### src/rtl/core/uue_pkg.sv
// Shared types, character codes and helper functions of the escaper.
// No dependencies; imported by all design modules but the checker.
package uue_pkg;

  localparam int unsigned CpW    = 21;
  localparam int unsigned CharW  = 7;
  localparam int unsigned StepW  = 4;
  localparam int unsigned CfgIdxW = 2;

  localparam logic [CfgIdxW-1:0] CFG_STRIP_BOM = 2'd0;
  localparam logic [CfgIdxW-1:0] CFG_LATIN1    = 2'd1;

  localparam logic [CharW-1:0] CH_BACKSLASH = 7'h5c;
  localparam logic [CharW-1:0] CH_LOWER_U   = 7'h75;
  localparam logic [CharW-1:0] CH_UPPER_U   = 7'h55;
  localparam logic [CharW-1:0] CH_NONE      = 7'h00;

  localparam logic [CpW-1:0] CP_BOM      = 21'h00feff;
  localparam logic [CpW-1:0] CP_BMP_MAX  = 21'h00ffff;
  localparam logic [CpW-1:0] CP_PRINT_LO = 21'd32;
  localparam logic [CpW-1:0] CP_PRINT_HI = 21'd126;

  localparam logic [7:0] LEAD_E0 = 8'he0;
  localparam logic [7:0] LEAD_ED = 8'hed;
  localparam logic [7:0] LEAD_F0 = 8'hf0;
  localparam logic [7:0] LEAD_F4 = 8'hf4;

  typedef enum logic [2:0] {
    KIND_PLAIN,
    KIND_LETTER,
    KIND_HEX4,
    KIND_HEX8,
    KIND_MARK
  } kind_e;

  typedef struct packed {
    kind_e          kind;
    logic [CpW-1:0] cp;
    logic           done;
    logic           bad;
  } job_t;

  typedef struct packed {
    logic drop_bom;
    logic latin1;
  } cfg_t;

  function automatic logic [CharW-1:0] letter_of(logic [CpW-1:0] cp);
    logic [CharW-1:0] ch;
    ch = CH_NONE;
    if (cp[CpW-1:CharW] == '0) begin
      unique case (cp[CharW-1:0])
        7'h07:   ch = 7'h61;
        7'h08:   ch = 7'h62;
        7'h09:   ch = 7'h74;
        7'h0a:   ch = 7'h6e;
        7'h0b:   ch = 7'h76;
        7'h0c:   ch = 7'h66;
        7'h0d:   ch = 7'h72;
        7'h22:   ch = 7'h22;
        7'h27:   ch = 7'h27;
        7'h5c:   ch = 7'h5c;
        default: ch = CH_NONE;
      endcase
    end
    return ch;
  endfunction

  function automatic kind_e classify(logic [CpW-1:0] cp);
    kind_e k;
    if (letter_of(cp) != CH_NONE) k = KIND_LETTER;
    else if (cp >= CP_PRINT_LO && cp <= CP_PRINT_HI) k = KIND_PLAIN;
    else if (cp <= CP_BMP_MAX) k = KIND_HEX4;
    else k = KIND_HEX8;
    return k;
  endfunction

  function automatic logic [StepW-1:0] last_step(kind_e k);
    logic [StepW-1:0] n;
    unique case (k)
      KIND_LETTER: n = 4'd1;
      KIND_HEX4:   n = 4'd5;
      KIND_HEX8:   n = 4'd9;
      default:     n = 4'd0;
    endcase
    return n;
  endfunction

  function automatic logic [CharW-1:0] hex_digit(logic [3:0] nib);
    logic [CharW-1:0] ch;
    if (nib < 4'd10) ch = 7'h30 + {3'b000, nib};
    else ch = 7'h57 + {3'b000, nib};
    return ch;
  endfunction

endpackage

### src/rtl/core/uue_byte_if.sv
// Input byte channel of the escaper: valid/ready plus one string byte.
// No dependencies.
interface uue_byte_if;
  logic       valid;
  logic       ready;
  logic [7:0] in_byte;
  logic       end_of_string;

  modport source (output valid, output in_byte, output end_of_string, input ready);
  modport sink   (input valid, input in_byte, input end_of_string, output ready);
endinterface

### src/rtl/core/uue_char_if.sv
// Output word channel of the escaper: valid/ready plus one ASCII result word.
// No dependencies.
interface uue_char_if;
  logic       valid;
  logic       ready;
  logic [6:0] out_char;
  logic       char_valid;
  logic       string_done;
  logic       bad_utf8;

  modport source (output valid, output out_char, output char_valid, output string_done,
                  output bad_utf8, input ready);
  modport sink   (input valid, input out_char, input char_valid, input string_done,
                  input bad_utf8, output ready);
endinterface

### src/rtl/core/uue_cfg_if.sv
// Configuration write channel of the escaper: valid/ready, register index, data.
// No dependencies.
interface uue_cfg_if;
  logic       valid;
  logic       ready;
  logic [1:0] index;
  logic       data;

  modport source (output valid, output index, output data, input ready);
  modport sink   (input valid, input index, input data, output ready);
endinterface

### src/rtl/core/uue_front.sv
// Front end: UTF-8 / Latin-1 decoder that turns each byte into at most one job.
// Depends on uue_pkg and uue_byte_if.
module uue_front
  import uue_pkg::*;
(
  input  logic          clk_i,
  input  logic          rst_ni,
  input  cfg_t          cfg_i,
  uue_byte_if.sink      byte_i,
  input  logic          full_i,
  output logic          push_o,
  output job_t          job_o
);

  logic [CpW-1:0] pcp_q, pcp_d;
  logic [1:0]     bse_q, bse_d;
  logic [7:0]     lead_q, lead_d;
  logic           start_q, start_d;
  logic           skip_q, skip_d;

  logic           acc;
  logic           have, bad, emit;
  logic [CpW-1:0] cp, pcp_n;
  logic [7:0]     lo, hi, b;
  logic           eos;

  assign byte_i.ready = !full_i;
  assign acc = byte_i.valid && !full_i;
  assign b   = byte_i.in_byte;
  assign eos = byte_i.end_of_string;
  assign pcp_n = {pcp_q[CpW-7:0], b[5:0]};

  always_comb begin
    pcp_d   = pcp_q;
    bse_d   = bse_q;
    lead_d  = lead_q;
    start_d = start_q;
    skip_d  = skip_q;
    push_o  = 1'b0;
    job_o   = '{kind: KIND_MARK, cp: '0, done: 1'b1, bad: 1'b0};
    have    = 1'b0;
    bad     = 1'b0;
    emit    = 1'b0;
    cp      = '0;
    lo      = 8'h80;
    hi      = 8'hbf;
    if (acc) begin
      if (skip_q) begin
        if (eos) begin
          push_o     = 1'b1;
          job_o.bad  = 1'b1;
          skip_d     = 1'b0;
          start_d    = 1'b1;
          pcp_d      = '0;
          bse_d      = '0;
          lead_d     = '0;
        end
      end else begin
        if (cfg_i.latin1) begin
          pcp_d  = '0;
          bse_d  = '0;
          lead_d = '0;
          cp     = {13'd0, b};
          have   = 1'b1;
        end else if (bse_q == 2'd0) begin
          priority if (b < 8'h80) begin
            cp   = {13'd0, b};
            have = 1'b1;
          end else if (b >= 8'hc2 && b <= 8'hdf) begin
            pcp_d  = {16'd0, b[4:0]};
            bse_d  = 2'd1;
            lead_d = b;
          end else if (b >= 8'he0 && b <= 8'hef) begin
            pcp_d  = {17'd0, b[3:0]};
            bse_d  = 2'd2;
            lead_d = b;
          end else if (b >= 8'hf0 && b <= 8'hf4) begin
            pcp_d  = {18'd0, b[2:0]};
            bse_d  = 2'd3;
            lead_d = b;
          end else begin
            bad = 1'b1;
          end
        end else begin
          if (lead_q == LEAD_E0) lo = 8'ha0;
          else if (lead_q == LEAD_ED) hi = 8'h9f;
          else if (lead_q == LEAD_F0) lo = 8'h90;
          else if (lead_q == LEAD_F4) hi = 8'h8f;
          if (b < lo || b > hi) begin
            bad = 1'b1;
          end else begin
            pcp_d  = pcp_n;
            lead_d = '0;
            bse_d  = bse_q - 2'd1;
            if (bse_q == 2'd1) begin
              cp    = pcp_n;
              pcp_d = '0;
              have  = 1'b1;
            end
          end
        end

        if (bad) begin
          pcp_d  = '0;
          bse_d  = '0;
          lead_d = '0;
          if (eos) begin
            push_o    = 1'b1;
            job_o.bad = 1'b1;
            start_d   = 1'b1;
          end else begin
            skip_d = 1'b1;
          end
        end else begin
          emit = have && !(cfg_i.drop_bom && !cfg_i.latin1 && start_q && cp == CP_BOM);
          if (have) start_d = 1'b0;
          if (eos) begin
            push_o = 1'b1;
            if (bse_d != 2'd0) begin
              job_o.bad = 1'b1;
            end else if (emit) begin
              job_o = '{kind: classify(cp), cp: cp, done: 1'b1, bad: 1'b0};
            end
            pcp_d   = '0;
            bse_d   = '0;
            lead_d  = '0;
            start_d = 1'b1;
          end else if (emit) begin
            push_o = 1'b1;
            job_o  = '{kind: classify(cp), cp: cp, done: 1'b0, bad: 1'b0};
          end
        end
      end
    end
  end

  always_ff @(posedge clk_i or negedge rst_ni) begin
    if (!rst_ni) begin
      pcp_q   <= '0;
      bse_q   <= '0;
      lead_q  <= '0;
      start_q <= 1'b1;
      skip_q  <= 1'b0;
    end else begin
      pcp_q   <= pcp_d;
      bse_q   <= bse_d;
      lead_q  <= lead_d;
      start_q <= start_d;
      skip_q  <= skip_d;
    end
  end

endmodule

### src/rtl/core/uue_queue.sv
// Short job queue between decoder and expander, held in flip-flops.
// Depends on uue_pkg.
module uue_queue
  import uue_pkg::*;
#(
  parameter int unsigned Depth = 4
) (
  input  logic clk_i,
  input  logic rst_ni,
  input  logic push_i,
  input  job_t job_i,
  output logic full_o,
  input  logic pop_i,
  output logic nonempty_o,
  output job_t job_o
);

  localparam int unsigned PtrW = (Depth > 1) ? $clog2(Depth) : 1;
  localparam int unsigned CntW = $clog2(Depth + 1);
  localparam logic [PtrW-1:0] LastPtr = PtrW'(Depth - 1);
  localparam logic [CntW-1:0] FullCnt = CntW'(Depth);

  job_t            mem_q [Depth];
  logic [PtrW-1:0] wr_q, rd_q;
  logic [CntW-1:0] cnt_q;
  logic            do_push, do_pop;

  assign full_o     = (cnt_q == FullCnt);
  assign nonempty_o = (cnt_q != '0);
  assign job_o      = mem_q[rd_q];
  assign do_push    = push_i && !full_o;
  assign do_pop     = pop_i && nonempty_o;

  always_ff @(posedge clk_i) begin
    if (do_push) mem_q[wr_q] <= job_i;
  end

  always_ff @(posedge clk_i or negedge rst_ni) begin
    if (!rst_ni) begin
      wr_q  <= '0;
      rd_q  <= '0;
      cnt_q <= '0;
    end else begin
      if (do_push) wr_q <= (wr_q == LastPtr) ? '0 : wr_q + 1'b1;
      if (do_pop)  rd_q <= (rd_q == LastPtr) ? '0 : rd_q + 1'b1;
      if (do_push && !do_pop) cnt_q <= cnt_q + 1'b1;
      else if (do_pop && !do_push) cnt_q <= cnt_q - 1'b1;
    end
  end

endmodule

### src/rtl/core/uue_back.sv
// Back end: expands one job into its escape words, one word per cycle
// while the receiver is ready. Depends on uue_pkg and uue_char_if.
module uue_back
  import uue_pkg::*;
(
  input  logic       clk_i,
  input  logic       rst_ni,
  input  logic       nonempty_i,
  input  job_t       job_i,
  output logic       pop_o,
  uue_char_if.source char_o
);

  job_t             job_q;
  logic [StepW-1:0] cnt_q;
  logic             busy_q;
  logic [StepW-1:0] last;
  logic             at_last, acc;
  logic [2:0]       nib_idx;
  logic [31:0]      cp_ext;
  logic [3:0]       nib;
  logic [StepW-1:0] rem;

  assign last    = last_step(job_q.kind);
  assign at_last = (cnt_q == last);
  assign acc     = char_o.valid && char_o.ready;
  assign pop_o   = nonempty_i && (!busy_q || (acc && at_last));

  assign rem     = last - cnt_q;
  assign nib_idx = rem[2:0];
  assign cp_ext  = {11'd0, job_q.cp};
  assign nib     = cp_ext[{nib_idx, 2'b00} +: 4];

  assign char_o.valid       = busy_q;
  assign char_o.string_done = job_q.done && at_last;
  assign char_o.bad_utf8    = job_q.bad;

  always_comb begin
    char_o.out_char   = CH_NONE;
    char_o.char_valid = 1'b1;
    unique case (job_q.kind)
      KIND_PLAIN:  char_o.out_char = job_q.cp[CharW-1:0];
      KIND_LETTER: char_o.out_char = (cnt_q == '0) ? CH_BACKSLASH : letter_of(job_q.cp);
      KIND_HEX4, KIND_HEX8: begin
        if (cnt_q == 4'd0) char_o.out_char = CH_BACKSLASH;
        else if (cnt_q == 4'd1) begin
          char_o.out_char = (job_q.kind == KIND_HEX4) ? CH_LOWER_U : CH_UPPER_U;
        end else char_o.out_char = hex_digit(nib);
      end
      default: char_o.char_valid = 1'b0;
    endcase
  end

  always_ff @(posedge clk_i) begin
    if (pop_o) job_q <= job_i;
  end

  always_ff @(posedge clk_i or negedge rst_ni) begin
    if (!rst_ni) begin
      busy_q <= 1'b0;
      cnt_q  <= '0;
    end else begin
      if (pop_o) begin
        busy_q <= 1'b1;
        cnt_q  <= '0;
      end else if (acc) begin
        if (at_last) busy_q <= 1'b0;
        else cnt_q <= cnt_q + 1'b1;
      end
    end
  end

endmodule

### src/rtl/core/utf8_unicode_escaper.sv
// Flow: the byte that completes a code point is written into the job queue; once the
// expander is free it loads the job into its job register, which drives the first word.
// Throughput: one byte per cycle while each code point yields one word and words are
// taken; a 2-, 6- or 10-word escape holds the expander, the queue fills, input stalls.
// Reset: asynchronous, clears decoder, queue and expander; BOM stripping on, UTF-8 mode.
// Depends on uue_pkg, the three channel interfaces, uue_front, uue_queue, uue_back.
module utf8_unicode_escaper
  import uue_pkg::*;
#(
  parameter int unsigned QUEUE_DEPTH = 4
) (
  input  logic       clk_i,
  input  logic       rst_ni,
  uue_byte_if.sink   byte_i,
  uue_cfg_if.sink    cfg_i,
  uue_char_if.source char_o
);

  cfg_t cfg_q;
  logic push, full, pop, nonempty;
  job_t job_in, job_out;

  assign cfg_i.ready = 1'b1;

  always_ff @(posedge clk_i or negedge rst_ni) begin
    if (!rst_ni) begin
      cfg_q <= '{drop_bom: 1'b1, latin1: 1'b0};
    end else if (cfg_i.valid) begin
      if (cfg_i.index == CFG_STRIP_BOM) cfg_q.drop_bom <= cfg_i.data;
      if (cfg_i.index == CFG_LATIN1)    cfg_q.latin1   <= cfg_i.data;
    end
  end

  uue_front u_front (
    .clk_i  (clk_i),
    .rst_ni (rst_ni),
    .cfg_i  (cfg_q),
    .byte_i (byte_i),
    .full_i (full),
    .push_o (push),
    .job_o  (job_in)
  );

  uue_queue #(
    .Depth (QUEUE_DEPTH)
  ) u_queue (
    .clk_i      (clk_i),
    .rst_ni     (rst_ni),
    .push_i     (push),
    .job_i      (job_in),
    .full_o     (full),
    .pop_i      (pop),
    .nonempty_o (nonempty),
    .job_o      (job_out)
  );

  uue_back u_back (
    .clk_i      (clk_i),
    .rst_ni     (rst_ni),
    .nonempty_i (nonempty),
    .job_i      (job_out),
    .pop_o      (pop),
    .char_o     (char_o)
  );

endmodule

### src/flat_wrapper.sv
// flat-port wrapper written by rule: the top's interface ports become plain ports
module utf8_unicode_escaper_flat import uue_pkg::*;
#(
  parameter int unsigned QUEUE_DEPTH = 4
)
  (clk_i, rst_ni, byte_i_valid, byte_i_in_byte, byte_i_end_of_string, byte_i_ready, cfg_i_valid, cfg_i_index, cfg_i_data, cfg_i_ready, char_o_valid, char_o_out_char, char_o_char_valid, char_o_string_done, char_o_bad_utf8, char_o_ready);
  uue_byte_if byte_i_i ();
  uue_cfg_if cfg_i_i ();
  uue_char_if char_o_i ();
  input  logic clk_i;
  input  logic rst_ni;
  input wire logic [$bits(byte_i_i.valid)-1:0] byte_i_valid;
  input wire logic [$bits(byte_i_i.in_byte)-1:0] byte_i_in_byte;
  input wire logic [$bits(byte_i_i.end_of_string)-1:0] byte_i_end_of_string;
  output wire logic [$bits(byte_i_i.ready)-1:0] byte_i_ready;
  input wire logic [$bits(cfg_i_i.valid)-1:0] cfg_i_valid;
  input wire logic [$bits(cfg_i_i.index)-1:0] cfg_i_index;
  input wire logic [$bits(cfg_i_i.data)-1:0] cfg_i_data;
  output wire logic [$bits(cfg_i_i.ready)-1:0] cfg_i_ready;
  output wire logic [$bits(char_o_i.valid)-1:0] char_o_valid;
  output wire logic [$bits(char_o_i.out_char)-1:0] char_o_out_char;
  output wire logic [$bits(char_o_i.char_valid)-1:0] char_o_char_valid;
  output wire logic [$bits(char_o_i.string_done)-1:0] char_o_string_done;
  output wire logic [$bits(char_o_i.bad_utf8)-1:0] char_o_bad_utf8;
  input wire logic [$bits(char_o_i.ready)-1:0] char_o_ready;
  assign byte_i_i.valid = byte_i_valid;
  assign byte_i_i.in_byte = byte_i_in_byte;
  assign byte_i_i.end_of_string = byte_i_end_of_string;
  assign byte_i_ready = byte_i_i.ready;
  assign cfg_i_i.valid = cfg_i_valid;
  assign cfg_i_i.index = cfg_i_index;
  assign cfg_i_i.data = cfg_i_data;
  assign cfg_i_ready = cfg_i_i.ready;
  assign char_o_valid = char_o_i.valid;
  assign char_o_out_char = char_o_i.out_char;
  assign char_o_char_valid = char_o_i.char_valid;
  assign char_o_string_done = char_o_i.string_done;
  assign char_o_bad_utf8 = char_o_i.bad_utf8;
  assign char_o_i.ready = char_o_ready;
  utf8_unicode_escaper #(.QUEUE_DEPTH(QUEUE_DEPTH)) u_core (.clk_i(clk_i), .rst_ni(rst_ni), .byte_i(byte_i_i), .cfg_i(cfg_i_i), .char_o(char_o_i));
endmodule
### config.mk
export PLATFORM = sky130hd
export DESIGN_NAME = utf8_unicode_escaper_flat
export DESIGN_NICKNAME = d
export VERILOG_FILES = /design/src/rtl/core/uue_pkg.sv /design/src/rtl/core/uue_byte_if.sv /design/src/rtl/core/uue_char_if.sv /design/src/rtl/core/uue_cfg_if.sv /design/src/rtl/core/uue_front.sv /design/src/rtl/core/uue_queue.sv /design/src/rtl/core/uue_back.sv /design/src/rtl/core/utf8_unicode_escaper.sv /design/src/flat_wrapper.sv
export SDC_FILE = /design/constraint.sdc
export NUM_CORES = 1
export LEC_CHECK = 0
export CORE_MARGIN = 5
export CORE_UTILIZATION = 30
export CTS_CLUSTER_DIAMETER = 80
export DETAILED_ROUTE_END_ITERATION = 8
export DONT_BUFFER_PORTS = 1
export PLACE_DENSITY_LB_ADDON = 0.08
export SYNTH_ARGS = -nofsm -noshare
export SYNTH_HDL_FRONTEND = slang
export SYNTH_HIERARCHICAL = 1
export SYNTH_SLANG_ARGS = --single-unit
### constraint.sdc
create_clock -name clk_i -period 5.25 [get_ports clk_i]
set_clock_uncertainty 0.1 [all_clocks]
set_input_delay 0.2625 -clock clk_i [delete_from_list [all_inputs] [get_ports clk_i]]
set_output_delay 0.2625 -clock clk_i [all_outputs]
set_load 0.1 [all_outputs]
# [Word level (Yosys, flattened, before mapping)]
# Memories as Yosys holds them, arrays and structs flattened. A register that Yosys moved wholly into a read port is not among the register bits.
# Index checks and enable logic that the tools add are counted.
[totals] reg_bits=41 latchBits=0 ram_bits=104 mem_bits_ro=0 wordCells=260 memories=1
[classes] n_addsub=9 multipliers=0 n_div=0 n_lt_le_gt_ge=13 n_eq_ne=40 shifts=1 n_mux=136 bitwise=0 reduce_logical=48
[mem_list] memory="u_core.u_queue.mem_q" depth=4 word_bits=26 read_ports=1 rd_clocked_by_memory_dff=1 write_ports=1 line="uue_queue.sv:23" rtl="job_t mem_q [Depth];"
[op_table] op="$mux W15" count=12
[op_table] op="$mux W8" count=20
[op_table] op="$pmux W7 S10" count=2
[op_table] op="$mux W21" count=6
[op_table] op="$mux W7" count=16
[op_table] op="$mux W26" count=4
[op_table] op="$eq A7 B4 Y1 const B" count=12
[op_table] op="$mux W25" count=3
[op_table] op="$mux W1" count=40
[op_table] op="$mux W6" count=6
[op_table] op="$eq A8 B8 Y1 const B" count=4
[op_table] op="$shiftx A32 B6 Y4" count=1
[op_table] op="$mux W2" count=15
[op_table] op="$eq A7 B6 Y1 const B" count=4
[op_table] op="$logic_not A14 Y1" count=2
[op_table] op="$ge A8 B8 Y1 const B" count=3
[op_table] op="$le A8 B8 Y1 const B" count=3
[op_table] op="$eq A21 B16 Y1 const B" count=1
[op_table] op="$ge A21 B6 Y1 const B" count=1
[op_table] op="$le A21 B16 Y1 const B" count=1
[op_table] op="$le A21 B7 Y1 const B" count=1
[op_table] op="$pmux W7 S3" count=1
[op_table] op="$logic_and A1 B1 Y1" count=17
[op_table] op="$mux W3" count=5
[op_table] op="41 further kinds" count=67

# [Longest topological paths before layout]
[depth] word_depth=34 ltp_mapped=19

# [Modules after synthesis]
# The synthesis kept the hierarchy.
[by_module_without_submodules] module="uue_queue" n_inst=1 cells_each=173 area_per_inst_um2=4260.3
[by_module_without_submodules] module="uue_front" n_inst=1 cells_each=245 area_per_inst_um2=2143.3
[by_module_without_submodules] module="uue_back" n_inst=1 cells_each=185 area_per_inst_um2=2005.7
[by_module_without_submodules] module="utf8_unicode_escaper" n_inst=1 cells_each=8 area_per_inst_um2=100.1

# [Worst setup path after synthesis]
# OpenSTA, ideal clock, no wires.
[synth_timing] path_type="flip-flop to output port" from="register u_core/u_back/job_q[25] (netlist name)" to="output char_o_out_char[3]" arrival_time_ns=4.472 t_required_ns=4.888 slack_ns=0.415 path_stages_with_launch=7 path_cell_list="edfxtp_1 buf_6 nor4b_1 nand4_1 nor4_2 nand2_1 o41ai_1"
[synth_between] elab_chain_len=9 elab_cells_between_ends=15 cone_classes="3 x add/sub; 1 x order compare; 3 x eq/ne; 1 x shift; 5 x mux; 2 x reduce/logical"
[synth_lines] element="$eq A3 B2 Y1 / $eq A3 B1 Y1 (equally long branches)" line="uue_pkg.sv:80, uue_back.sv:41"
[synth_lines] element="$pmux W4 S3" line="uue_pkg.sv:80" rtl="unique case (k)"
[synth_lines] element="$sub A3 B3 Y3" line="uue_back.sv:29" rtl="assign rem = last - cnt_q;"
[synth_lines] element="$shiftx A32 B6 Y4" line="uue_back.sv:32" rtl="assign nib = cp_ext[{nib_idx, 2'b00} +: 4];"
[synth_lines] element="$add A7 B4 Y7 (tied with other cells)" line="uue_pkg.sv:92" rtl="else ch = 7'h57 + {3'b000, nib};"
[synth_lines] element="$mux W7" line="uue_pkg.sv:91" rtl="if (nib < 4'd10) ch = 7'h30 + {3'b000, nib};"
[synth_lines] element="$mux W7" line="uue_back.sv:46" rtl="else if (cnt_q == 4'd1) begin"
[synth_lines] element="$mux W7" line="uue_back.sv:45" rtl="if (cnt_q == 4'd0) char_o.out_char = CH_BACKSLASH;"
[synth_lines] element="$pmux W7 S3 (*)" line="uue_back.sv:41" rtl="unique case (job_q.kind)"
[synth_lines] element="to (decl)" line="flat_wrapper.sv:21" rtl="output wire logic [$bits(char_o_i.out_char)-1:0] char_o_out_char;"
# Mark *: on every way between the ends. The rest lies on a longest branch, timed or not.

# [Final worst setup path]
[layout_timing] from="register u_core.u_front.lead_q[1]" to="register u_core.u_queue.cnt_q[2]"
[layout_between] elab_chain_len=29 elab_cells_between_ends=52 cone_classes="2 x order compare; 5 x eq/ne; 36 x mux; 9 x reduce/logical"
[layout_lines] element="from (decl)" line="uue_front.sv:17" rtl="logic [7:0] lead_q, lead_d;"
[layout_lines] element="from (signal assigned)" line="uue_front.sv:147" rtl="lead_q <= lead_d;"
[layout_lines] element="$eq A8 B8 Y1" line="uue_front.sv:88" rtl="else if (lead_q == LEAD_F4) hi = 8'h8f;"
[layout_lines] element="$mux W6" line="uue_front.sv:88"
[layout_lines] element="$mux W6" line="uue_front.sv:87" rtl="else if (lead_q == LEAD_F0) lo = 8'h90;"
[layout_lines] element="$mux W6" line="uue_front.sv:86" rtl="else if (lead_q == LEAD_ED) hi = 8'h9f;"
[layout_lines] element="$mux W6" line="uue_front.sv:85" rtl="if (lead_q == LEAD_E0) lo = 8'ha0;"
[layout_lines] element="$mux W8" line="uue_front.sv:65" rtl="end else if (bse_q == 2'd0) begin"
[layout_lines] element="$mux W8" line="uue_front.sv:59" rtl="if (cfg_i.latin1) begin"
[layout_lines] element="$mux W8" line="uue_front.sv:48" rtl="if (skip_q) begin"
[layout_lines] element="[... 14 more ...]"
[layout_lines] element="$mux W1 (*)" line="uue_front.sv:103" rtl="if (bad) begin"
[layout_lines] element="$mux W1 (*)" line="uue_front.sv:48"
[layout_lines] element="$mux W1 (*)" line="uue_front.sv:47" rtl="if (acc) begin"
[layout_lines] element="via u_core.push" line="utf8_unicode_escaper.sv:20" rtl="logic push, full, pop, nonempty;"
[layout_lines] element="$logic_and A1 B1 Y1 (*)" line="uue_queue.sv:31" rtl="assign do_push = push_i && !full_o;"
[layout_lines] element="$logic_not A1 Y1" line="uue_queue.sv:47" rtl="else if (do_pop && !do_push) cnt_q <= cnt_q - 1'b1;"
[layout_lines] element="$logic_and A1 B1 Y1" line="uue_queue.sv:47"
[layout_lines] element="$reduce_bool A2 Y1 (no source line)"
[layout_lines] element="to (signal assigned)" line="uue_queue.sv:46" rtl="if (do_push && !do_pop) cnt_q <= cnt_q + 1'b1;"
[layout_lines] element="to (signal assigned)" line="uue_queue.sv:47"
[layout_lines] element="to (decl)" line="uue_queue.sv:25" rtl="logic [CntW-1:0] cnt_q;"
# The timed path passes the listed nets; every way through them passes the cells marked *. The select of a mux whose other input is x is not followed.
# A chain may end at the register's enable or synchronous reset.

==> impl_metrics.ini <==
[placed_design]
post-place-ws_ns = 0.729
place.detailed.instances = 967
place.gp.congestion = 0.810
dp_hpwl_um = 14200
io_buffer_count = 0

[detailed_routing]
drtAntennaViolNets = 0
wire_per_inst_um = 20.3
drtPass1Iterations = 5
drtIter0Drc = 337
via_count = 5333
wirelength_um = 20500
via_per_inst = 5.26
drc_errors = 0

[global_routing]
grt_usage_pct = 13.4
antenna_found_initial = 0
grt_max_degree = 42
grt_pass1_wl_um = 32400
grt_pass1_vias = 5506
overflow = 0

[worst_setup_path]
critical_path_required_ns = 5.49
crit_slowest_cell = or4b_2
cp.arrival_ns = 4.78
critPathCaptureType = flip-flop
start_kind = flip-flop
cp_slowest_stage_delay_ns = 0.70
cp_max_fo = 7
reg2reg_depth = 15
crit_chain = nand4b_1 -> or4b_2 -> ha_1 -> nor2_1 -> nor4_1 -> o311a_1 -> nand2_1 -> nand2_1 -> nor2b_1 -> ha_1 -> inv_1 -> fa_1 -> xor2_1 -> nor2_1 -> xor2_1
critical_path_class = flip-flop to flip-flop

[pwr]
p_per_area_nw_per_um2 = 601
leakagePower_nw = 3.42
ir_drop_uv = 195

[clocking]
clkTransAtPathRegs_ns = 0.07
cts_made_buffers = 17
clock-root-buffer = clkbuf_16
h-tree-depth = 4
clk_latency_ns = 0.42
clockBufferDepth = 2
cts_tree = done
hold_buffers = 15
clkSinkCount = 171
cts_setup_buffers = 0
cts.repair.resized = 0

[sta]
hold_violations = 0
post-route-period-util_pct = 86.4
rsz0062_at_grt = false
worstMarginPinSlew_ns = 1.19
relSlewSlack_pct = 20.5
slew_violations = 0
finalCriticalPeriod_ns = 4.53
clock.fmax_mhz = 221
setup_ws_ns = 0.715
fin_tns_setup_ns = 0
setup_viol = 0

[floorplanning]
core-area_um2 = 27900
die_area_um2 = 31800
rows = 61
boundaryPins = 30
die-height_um = 178
start_util_pct = 30.5
die_x_um = 178

[logic_synthesis]
synth-edff-count = 130
ys_ff_latch = 171
synth.avg_cell_area_um2 = 13.9
yosys.cell_types.count = 87
ys_warn_count = 6
yosysSeqAreaShare_pct = 58.0
syn_inst = 611
synthesis.nets = 645
syn_area_um2 = 8510
async_flop_share_pct = 24.0
synth_ff_type = edfxtp_1

[final_layout]
mostFrequentLayoutCells = edfxtp_1, dfrtp_1, nand2_1
final_common_cell = edfxtp_1
fin_util_pct = 34.9
nets = 657
area_growth_pct = 14.5
stdcell_count = 1014
antenna_cells = 0
layout-drive-gt1-share_pct = 17.1

[min_path]
min_path_type = primary input to flip-flop
hold-path-cell-count = 3

[outcome]
status = finished clean

[flow_run]
maxCapViolCount = 0
[cell families (layout without fill, tap and decap cells)]
logic type	after synthesis	in the layout	synth area share (%)
other cells	1	1	0.0441
compound gates	147	147	13.4
fa+ha+maj	17	17	2.59
simple gates	161	161	11.1
flops	171	171	58.0
buf+inv	64	89	3.79
xor+xnor	7	7	1.03
mux	43	43	10.1
[where the power goes]
part / total, mW / switching (mW) / internal (mW)
Clock: 1.27 / 0.553 / 0.720
Combinational: 2.42 / 1.50 / 0.920
Sequential: 2.16 / 0.278 / 1.88
Total: 5.86 / 2.33 / 3.52
[final cells by class]
cell class	count	area [µm²]
clock buffers	17	425
clock inverters	15	181
inverters	25	93.8
flip-flops and latches	171	4930
repair buffers	32	335
multi-input cells	376	3300
well taps	378	473
fillers	2731	18200
[routing by layer]
| layer | global-route usage (%) | routed length, µm |
|---|---|---|
| met4 | 4.99 | 500 |
| met2 | 22.6 | 10400 |
| met5 | 0 | 0 |
| met3 | 3.12 | 649 |
| met1 | 16.7 | 8990 |
[synthesized netlist by cell type, types with 8 or more instances]
cell type  instances  area share [%]
a21oi_1           21             1.2
a22o_1             9            0.93
a32o_1            21             2.5
and2_1            16             1.2
and3_1            16             1.2
buf_2             10            0.59
clkbuf_1          20            0.88
dfrtp_1           39              11
edfxtp_1         130              46
ha_1              16             2.4
inv_1             25             1.1
mux4_1             8             2.5
mux4_2            22             5.8
nand2_1           34             1.5
nand3_1            9            0.53
nor2_1            25             1.1
nor2b_1           11            0.81
nor3_1            10            0.59
o21ai_0           18             1.1
[flip-flops by register name, indices dropped and copies added, names as in the netlist, 3 cells and up]
signal and count:
u_core/u_queue/mem_q 104, u_core/u_back/job_q 4, u_core/u_queue/cnt_q 3, u_core/u_front/lead_q 8, u_core/u_back/cnt_q 4, u_core/u_back/cp_ext 21, u_core/u_front/pcp_q 15
[final timing paths]
check | from | end | slack (ns)
worst max-delay path | u_core/u_front/lead_q[1]$_DFFE_PN0P_ | u_core/u_queue/cnt_q[2]$_DFFE_PN0P_ | 0.72
worst min-delay path | char_o_ready | u_core/u_back/char_o.valid$_DFFE_PN0P_ | 0.02
worst max register to register | u_core/u_front/lead_q[1]$_DFFE_PN0P_ | u_core/u_queue/cnt_q[2]$_DFFE_PN0P_ | 0.72
worst min register to register | u_core/u_front/lead_q[1]$_DFFE_PN0P_ | u_core/u_front/lead_q[1]$_DFFE_PN0P_ | 0.39
max in group asynchronous | rst_ni | u_core/cfg_q[1]$_DFFE_PN1P_ | 4.48
min in group asynchronous | rst_ni | u_core/u_back/cnt_q[3]$_DFFE_PN0P_ | 0.26
[through the flow]
stage	hold WS [ns]	cell area [µm²]	total power, mW
floorplan	-0.133	8510	4.03
global placement	-0.131	8970	4.60
detailed placement	-0.131	8970	4.63
CTS	0.00106	9740	5.95
global route	0.0127	9740	6.21
finish	0.0237	9740	5.86
[worst max-delay path: cells and delay by family (launching register included)]
family | cells | cell delay (ns)
adder cells (fa/ha/maj) | 3 | 1.03
flip-flops | 1 | 0.37
AND/OR/NAND/NOR | 8 | 2.31
buffers and inverters | 1 | 0.06
XOR/XNOR | 2 | 0.29
AO/OA/AOI/OAI | 1 | 0.28
Note: power is estimated with default switching activity, not from simulation.
